<file path="config.mk">
export PLATFORM = sky130hd
export DESIGN_NAME = ubi_arx_cell
export DESIGN_NICKNAME = d
export VERILOG_FILES = /design/src/design/ubi_arx_pkg.sv /design/src/design/ubi_arx_cell.sv
export SDC_FILE = /design/constraint.sdc
export NUM_CORES = 1
export LEC_CHECK = 0
export ABC_AREA = 1
export BUFFER_PORTS_ARGS = -buffer_cell sky130_fd_sc_hd__buf_2
export CORE_AREA = 3 3 455 457
export DETAILED_ROUTE_END_ITERATION = 8
export DIE_AREA = 0 0 458 460
export SLEW_MARGIN = 25
export SYNTH_ARGS = -nofsm -noshare
export SYNTH_HDL_FRONTEND = slang
export SYNTH_SLANG_ARGS = --single-unit
</file>
<file path="constraint.sdc">
create_clock -name clk -period 2.1 [get_ports clk]
set_input_delay 0 -clock clk [delete_from_list [all_inputs] [get_ports clk]]
set_output_delay 0 -clock clk [all_outputs]
set_load 0.05 [all_outputs]
</file>
<file path="src/design/ubi_arx_pkg.sv">
// shared types, constants and round helpers for the ubi arx compression block
// depends on nothing; used by the round cell and the top level
`timescale 1ns / 1ps
`default_nettype none

package ubi_arx_pkg;

  // cipher geometry
  localparam int MAX_ROUNDS     = 64;
  localparam int DEFAULT_ROUNDS = 46;
  localparam int CNT_W          = $clog2(MAX_ROUNDS + 1);
  localparam int RC_W           = 7;
  localparam int REQ_W          = 9;

  // rotation amounts
  localparam int ROT_X0  = 6;
  localparam int ROT_M9  = 9;
  localparam int ROT_X3  = 15;
  localparam int ROT_M14 = 14;
  localparam int ROT_T7  = 7;
  localparam int ROT_T17 = 17;
  localparam int ROT_K3  = 3;
  localparam int ROT_K5  = 5;

  typedef logic [CNT_W-1:0] cnt_t;

  // state carried by one word through the round chain
  typedef struct packed {
    logic [3:0][31:0] x;
    logic [63:0]      key0;
    logic [63:0]      key1;
    logic [63:0]      tw0;
    logic [63:0]      tw1;
    logic [63:0]      blk_low;
    logic [63:0]      blk_high;
    logic [63:0]      pos;
    cnt_t             total;
  } stage_t;

  function automatic logic [31:0] rol32(input logic [31:0] v, input int s);
    return (v << s) | (v >> (32 - s));
  endfunction

  function automatic logic [63:0] rol64(input logic [63:0] v, input int s);
    return (v << s) | (v >> (64 - s));
  endfunction

  // register value to effective round count, zero selects the default, saturated
  function automatic cnt_t eff_rounds(input logic [RC_W-1:0] rc);
    logic [REQ_W-1:0] req;
    req = (rc == '0) ? REQ_W'(DEFAULT_ROUNDS) : REQ_W'(rc);
    if (req > REQ_W'(MAX_ROUNDS)) begin
      req = REQ_W'(MAX_ROUNDS);
    end
    return CNT_W'(req);
  endfunction

endpackage

`default_nettype wire

</file>
<file path="src/design/ubi_arx_cell.sv">
// one round cell of the chain: applies round round_idx to the word it holds
// depends on ubi_arx_pkg
`timescale 1ns / 1ps
`default_nettype none

module ubi_arx_cell (
  input  wire logic                clk,
  input  wire logic                rst_n,
  input  wire logic                adv,
  input  wire ubi_arx_pkg::cnt_t   round_idx,
  input  wire logic                in_valid,
  input  wire ubi_arx_pkg::stage_t in_data,
  output logic                     out_valid,
  output ubi_arx_pkg::stage_t      out_data
);

  logic                valid_r;
  ubi_arx_pkg::stage_t data_r;
  ubi_arx_pkg::stage_t data_nxt;

  logic        active;
  logic        last;
  logic [31:0] sk_lo;
  logic [31:0] sk_hi;
  logic [31:0] mix;
  logic [31:0] sum_b;
  logic [31:0] sum_c;
  logic [63:0] nt1;
  logic [63:0] nk1;

  // round function and key/tweak schedule step
  always_comb begin
    active   = round_idx < in_data.total;
    last     = (ubi_arx_pkg::cnt_t'(round_idx + 1'b1)) >= in_data.total;
    sk_lo    = in_data.key0[31:0];
    sk_hi    = in_data.key0[63:32];
    mix      = in_data.x[1] ^ in_data.x[2];
    sum_b    = ubi_arx_pkg::rol32(in_data.x[0], ubi_arx_pkg::ROT_X0)
             + ubi_arx_pkg::rol32(mix, ubi_arx_pkg::ROT_M9);
    sum_c    = ubi_arx_pkg::rol32(in_data.x[3], ubi_arx_pkg::ROT_X3)
             + ubi_arx_pkg::rol32(mix, ubi_arx_pkg::ROT_M14);
    nt1      = in_data.tw0 ^ ubi_arx_pkg::rol64(in_data.tw1, ubi_arx_pkg::ROT_T7)
             ^ ubi_arx_pkg::rol64(in_data.tw1, ubi_arx_pkg::ROT_T17);
    nk1      = in_data.key0 ^ ubi_arx_pkg::rol64(in_data.key1, ubi_arx_pkg::ROT_K3)
             ^ ubi_arx_pkg::rol64(in_data.key1, ubi_arx_pkg::ROT_K5);
    data_nxt = in_data;
    if (active && !last) begin
      data_nxt.x[0] = in_data.x[1] ^ sk_lo;
      data_nxt.x[1] = sum_b;
      data_nxt.x[2] = sum_c;
      data_nxt.x[3] = in_data.x[2] ^ sk_hi;
      data_nxt.tw0  = in_data.tw1;
      data_nxt.key0 = in_data.key1;
      data_nxt.tw1  = nt1;
      data_nxt.key1 = nk1 ^ nt1 ^ 64'(round_idx);
    end else if (active) begin
      // final round mixes in place
      data_nxt.x[0] = sum_b;
      data_nxt.x[1] = in_data.x[1] ^ sk_lo;
      data_nxt.x[2] = in_data.x[2] ^ sk_hi;
      data_nxt.x[3] = sum_c;
    end
  end

  // stage valid
  always_ff @(posedge clk) begin
    if (!rst_n) begin
      valid_r <= 1'b0;
    end else if (adv) begin
      valid_r <= in_valid;
    end
  end

  // stage payload
  always_ff @(posedge clk) begin
    if (adv) begin
      data_r <= data_nxt;
    end
  end

  assign out_valid = valid_r;
  assign out_data  = data_r;

endmodule

`default_nettype wire

</file>
==> flow_summary.toml, run 1 <==
[finish]
area.growth.synth_to_final_pct = 72.4
regArea_mm2 = 0.0175
drive_above_1_share = 0.319
finish.net_count = 6411
fillers = 21800
final_util = 0.272
multi_input_area_mm2 = 0.0131

[setup_path]
crit_path_frequent_cell = "nand2_1"
path_max_fanout = 4
r2r_slack_ps = 890
crit_path_start_kind = "input pin"
crit_arrival_ps = 2520
crit_path_max_incr_delay_ps = 560
r2r_cells = 3
timing.rr.end = "out_valid"
r2r-start = "out_valid"
cp_num_buf_inv = 3
crit_path_end_kind = "register"
worstSetupPathType = "input pin to register"
slowest_stage = "dlygate4sd3_1"
crit_chain = "dlygate4sd3_1 -> buf_2 -> ha_2 -> nand2_1 -> buf_4 -> nor2_1 -> and2_1 -> nand3_1 -> nand4_1 -> nand3_1 -> nand2_1 -> nand2_1"
worstPathRequired_ps = 2550
path_delay_family = "simple AND/OR/NAND/NOR gates"

[logic_synthesis]
yosys.area_share.simple = 0.180
muxShareOfSynthArea = 0
ys_warn_count = 0
synth_seq_cells = 584
synth_seq_area_share = 0.545
synth_edf_count = 583
synth_top_family_by_area = "simple AND/OR/NAND/NOR gates"
synth.distinct_cells = 32
synth_cells = 3360
synth_fp_nets = 4037
yosysMostFrequentCell = "nand2_1"
async_reset_ff_frac = 0
synth-compound-area-share = 0.0641
synth_area_per_cell_um2 = 9.57
yosys-top-cells-count = "nand2_1 (1072), edfxtp_1 (583), inv_1 (295)"
synth-adder-area-share = 0.0328
synth-main-ff-cell = "edfxtp_1"
netlist.area_leader.share = 0.545
synth_area_mm2 = 0.0322
synth_area_leaders = "edfxtp_1 (54%), nand2_1 (13%), xor2_1 (6.4%), xnor2_1 (5.9%), inv_1 (3.4%)"
synth-xor-area-share = 0.123
yosysTopAreaCell = "edfxtp_1"

[grt]
grtUsageTotal = 0.234
grt_overflow = 0
antenna_found_initial = 87
grt_pass1_wl_mm = 328
grt_pass1_vias = 35100
grt_max_degree = 67

[power]
p_int_uw = 29400
p_leak_uw = 0.0250
ir_worst_vdd_mv = 0.646
sw_frac_of_total = 0.417
clock_power_share = 0.283
switching_power_uw = 21100
seqPwrFrac = 0.313
powerDensity_mw_per_mm2 = 911
combPwrFrac = 0.404

[timing]
fin_worst_skew_ps = 0
tightest_slew_ps = 803
slew_viol_final = 0
period_share = 0.984
slew_headroom = 0.460
max_freq_ghz = 0.484
min_period_ps = 2070
whs_ps = 44.5
setup_ws_ps = 32.7
setup_viol = 0
rsz0062_at_grt = "no"
hold_violations = 0

[die]
start_util = 0.158
dieArea_mm2 = 0.211
core_mm2 = 0.204
rows = 166
dieWidth_um = 458
dieHeight_um = 460
io_pins = 1178

[drt]
via_per_inst = 4.20
wl_per_cell_um = 30.3
ant_nets = 0
drt_iter0_drc = 3192
vias = 35800
drc = 0
routed_wl_mm = 258
first_pass_iters = 7

[placed_design]
place_ws_ps = -744
hpwl_mm = 218
port_buffers = 1177
globalplace.congestion = 0.929

[cts]
h-tree-depth = 3
clkSinkCount = 584
clk_pin_slew_ps = 60
cts-root-buf = "clkbuf_16"
cts_tree = "done"
clkLatencyLatePin_ps = 710
clock_path_buffers = 3
cts_buffers = 78

[min_path]
min_path_cells = 4
hp-start = "in_data[384]"
whs_endpoint = "out_data[448]"
min_path_type = "input pin to register"

[run_status]
status = "completed"

[run]
cap_violations = 0
==> how the worst max path moves through the flow <==
stage | slack, ps | cells past startpoint | from | to
finish | 30 | 12 | in_data[466] | out_data[479]
global placement | -800 | 18 | round_idx[0] | out_data[564]
floorplan | 10 | 16 | round_idx[0] | out_data[501]
CTS | 20 | 16 | round_idx[0] | out_data[564]
detailed placement | -740 | 17 | round_idx[0] | out_data[564]
global route | 2 | 13 | round_idx[0] | out_data[533]
==> tightest hold or removal path, delay by kind of cell <==
kind	cells	cell delay, ps
compound gates	1	160
buf+inv	3	460
==> flip-flops by register name (all words and copies together), names as in the netlist <==
name       flops
out_valid      1
out_data     583
==> layout by cell type, fill, tap and decap left out, types with 6 or more instances in the layout <==
| cell | instances |
|---|---|
| a21oi_2 | 6 |
| inv_1 | 294 |
| o31ai_1 | 12 |
| a21oi_1 | 51 |
| or2_2 | 24 |
| xor2_1 | 232 |
| buf_2 | 1174 |
| clkbuf_16 | 81 |
| o211ai_1 | 17 |
| buf_4 | 442 |
| diode_2 | 39 |
| dlygate4sd3_1 | 748 |
| nor2_1 | 170 |
| xnor2_1 | 217 |
| buf_12 | 32 |
| o21bai_1 | 8 |
| bufinv_16 | 10 |
| nor3_1 | 6 |
| clkinv_1 | 9 |
| nand3_1 | 131 |
| or2_1 | 10 |
| and2_1 | 11 |
| nor2_2 | 8 |
| edfxtp_1 | 583 |
| o21ai_0 | 129 |
| clkbuf_1 | 13 |
| o21ai_1 | 106 |
| ha_1 | 74 |
| nand4_1 | 7 |
| nand2_1 | 1066 |
| clkinv_2 | 10 |
| a31oi_1 | 39 |
==> through the flow <==
stage,total power (µW),TNS (ps),instance area (µm²),instances
after global routing,52400,0,55400,8508
after detailed placement,34900,-219290,44900,7592
final,50500,0,55400,8519
after global placement,35000,-221970,44900,7592
after floorplan,26200,0,32200,3360
after CTS,50800,0,55000,8478
==> final cells by class <==
cell class                 count  area share
sequential                   584       0.316
timing repair buffer        2407       0.316
multi-input combinational   2367       0.236
tap                         2688      0.0607
clock buffer                  92      0.0365
antenna                       39     0.00176
inverter                     296      0.0204
clock inverter                46      0.0118
==> power groups by stage <==
stage                     logic, µW  clock network [µW]  registers [µW]
after floorplan                5160                   0           21100
after global placement        18900                   0           16100
after detailed placement      18900                   0           16000
after CTS                     20300               14700           15800
after global routing          21400               15100           15900
final                         20400               14300           15800
==> what timing repair did <==
action	4_1_cts	5_1_grt
gates resized for setup	0	54
hold buffers	748	0
endpoints found under the hold margin	763	0
setup buffers	0	0
endpoints found under the setup margin	0	215
==> per-layer routing <==
layer,part of all wire,global-route usage,wire [µm]
met5,0.00080,0,207
met4,0.073,0.146,18900
met3,0.067,0.0476,17300
met2,0.50,0.415,128000
met1,0.36,0.256,93400
==> kinds of logic after synthesis <==
| logic type | Yosys count |
|---|---|
| adder cells (fa/ha/maj) | 83 |
| buffers and inverters | 409 |
| XOR/XNOR | 453 |
| flip-flops | 584 |
| AND/OR/NAND/NOR | 1452 |
| AO/OA/AOI/OAI | 379 |
No activity file was read; power rests on OpenSTA's default activity.
==> run 2: changes to the inputs <==
--- a/config.mk
+++ b/config.mk
@@ -7,9 +7,9 @@
 export LEC_CHECK = 0
 export ABC_AREA = 1
 export BUFFER_PORTS_ARGS = -buffer_cell sky130_fd_sc_hd__buf_2
-export CORE_AREA = 3 3 455 457
+export CORE_AREA = 3 3 454 456
 export DETAILED_ROUTE_END_ITERATION = 8
-export DIE_AREA = 0 0 458 460
+export DIE_AREA = 0 0 457 459
 export SLEW_MARGIN = 25
 export SYNTH_ARGS = -nofsm -noshare
 export SYNTH_HDL_FRONTEND = slang
==> constraint.sdc (replaced) <==
create_clock -name clk -period 2.4 [get_ports clk]
set_input_delay 0 -clock clk [delete_from_list [all_inputs] [get_ports clk]]
set_output_delay 0 -clock clk [all_outputs]
set_load 0.05 [all_outputs]
==> flow_summary.toml, run 2 (synthesis results as in run 1) <==
[placed_design]
hpwl_mm = 217
port_buffers = 1177
globalplace.congestion = 0.962
place_ws_ps = -390

[finish]
drive_above_1_share = 0.313
finish.net_count = 6360
largest_register_ffs = 583
area.growth.synth_to_final_pct = 70.3
final_common_cell = "buf_2"
final_cell_mix = "buf_2 (1176), nand2_1 (1063), dlygate4sd3_1 (751), edfxtp_1 (583), buf_4 (390)"

[die]
core_mm2 = 0.202
io_pins = 1178
dieArea_mm2 = 0.210
rows = 165
start_util = 0.159
dieWidth_um = 457
dieHeight_um = 459

[run_status]
violations = "negative setup slack"
status = "finished with violations"

[setup_path]
worstSetupPathType = "input pin to register"
crit_path_start_kind = "input pin"
slowest_stage = "dlygate4sd3_1"
path_max_fanout = 4
crit_arrival_ps = 2990
crit_path_max_incr_delay_ps = 590
cp_num_buf_inv = 6
crit_chain = "dlygate4sd3_1 -> buf_2 -> xor2_1 -> buf_4 -> ha_1 -> nand2_1 -> nand2_1 -> buf_4 -> nand2_1 -> nand2_1 -> a21oi_1 -> nand2_2 -> xnor2_1 -> buf_4 -> o21ai_1 -> buf_4"
crit_path_end_kind = "register"
r2r_slack_ps = 1190
startpoint = "in_data[520]"
worstPathRequired_ps = 2980
path_delay_family = "buffers and inverters"
r2r-start = "out_valid"

[drt]
drt_iter0_drc = 3125
routed_wl_mm = 258
wl_per_cell_um = 30.5
vias = 35400
drc = 0
first_pass_iters = 6
ant_nets = 0
via_per_inst = 4.19

[timing]
fin_worst_skew_ps = 0
slew_viol_final = 0
tightest_slew_ps = 925
setup_viol = 1
rsz0062_at_grt = "yes"
period_share = 1.01
max_freq_ghz = 0.414
hold_violations = 0
slew_headroom = 0.381
setup_ws_ps = -13.7
min_period_ps = 2410
whs_ps = 85.5
tns_ps = -13.7

[cts]
clkSinkCount = 584
clock_path_buffers = 3
h-tree-depth = 3
cts-root-buf = "clkbuf_16"
clk_pin_slew_ps = 60
cts_tree = "done"
clkLatencyLatePin_ps = 710
cts_buffers = 77

[grt]
grt_pass1_wl_mm = 330
grtUsageTotal = 0.236
antenna_found_initial = 78
grt_pass1_vias = 35000
grt_overflow = 0
grt_max_degree = 62

[power]
ir_worst_vdd_mv = 0.534
p_total_uw = 43400
p_leak_uw = 0.0247
powerDensity_mw_per_mm2 = 793

[run]
cap_violations = 0

[min_path]
hp-start = "in_data[550]"
min_path_type = "input pin to register"
==> run 2: changes by cell type in the layout (fill, tap and decap cells not counted), moves of 5 or more <==
cell,previous run,this run
buf_12,32,39
buf_4,442,390
bufinv_16,10,5
clkinv_2,10,16
==> run 2: cell type report <==
type,count,area [µm²]
clock buffer,86,1960
timing repair buffer,2357,17100
fill,21500,147000
sequential,584,17500
clock inverter,55,542
inverter,296,1120
tap,2672,3340
antenna,42,105
multi-input combinational,2367,13000
==> run 2: per-layer routing <==
layer | part of all wire | GRT usage
met1 | 0.37 | 0.261
met5 | 0.00054 | 0
met2 | 0.50 | 0.423
met3 | 0.060 | 0.0438
met4 | 0.069 | 0.139
==> run 2: path summary, 6_finish.rpt <==
kind	cells past startpoint	to
max	16	out_data[500]
min	5	out_data[582]
max reg2reg	3	out_valid
min reg2reg	3	out_valid
==> run 2: report_power, final <==
group / total (µW) / internal, µW / switching [µW]
Combinational: 17600 / 5330 / 12200
Sequential: 14000 / 13100 / 900
Clock: 11900 / 6530 / 5330
Total: 43400 / 24900 / 18500
==> run 2: what timing repair did <==
| item | 4_1_cts | 5_1_grt |
|---|---|---|
| endpoints found under the hold margin | 608 | 0 |
| hold buffers | 751 | 0 |
| gates resized for setup | 0 | 45 |
| setup buffers | 0 | 0 |
| setup endpoints to repair | 0 | 38 |
==> run 2: worst register-to-register path, stage by stage, from the launching register on <==
cell	delay [ps]
dfxtp_1	320
o21ai_0	160
a21oi_1	60
dlygate4sd3_1	560
==> run 2: stage by stage <==
stage / util / area (µm²) / instances
finish: 0.271 / 54800 / 8459
global route: 0.271 / 54700 / 8450
CTS: 0.270 / 54500 / 8417
detailed placement: 0.220 / 44500 / 7525
global placement: 0.220 / 44500 / 7525
floorplan: - / 32200 / 3360
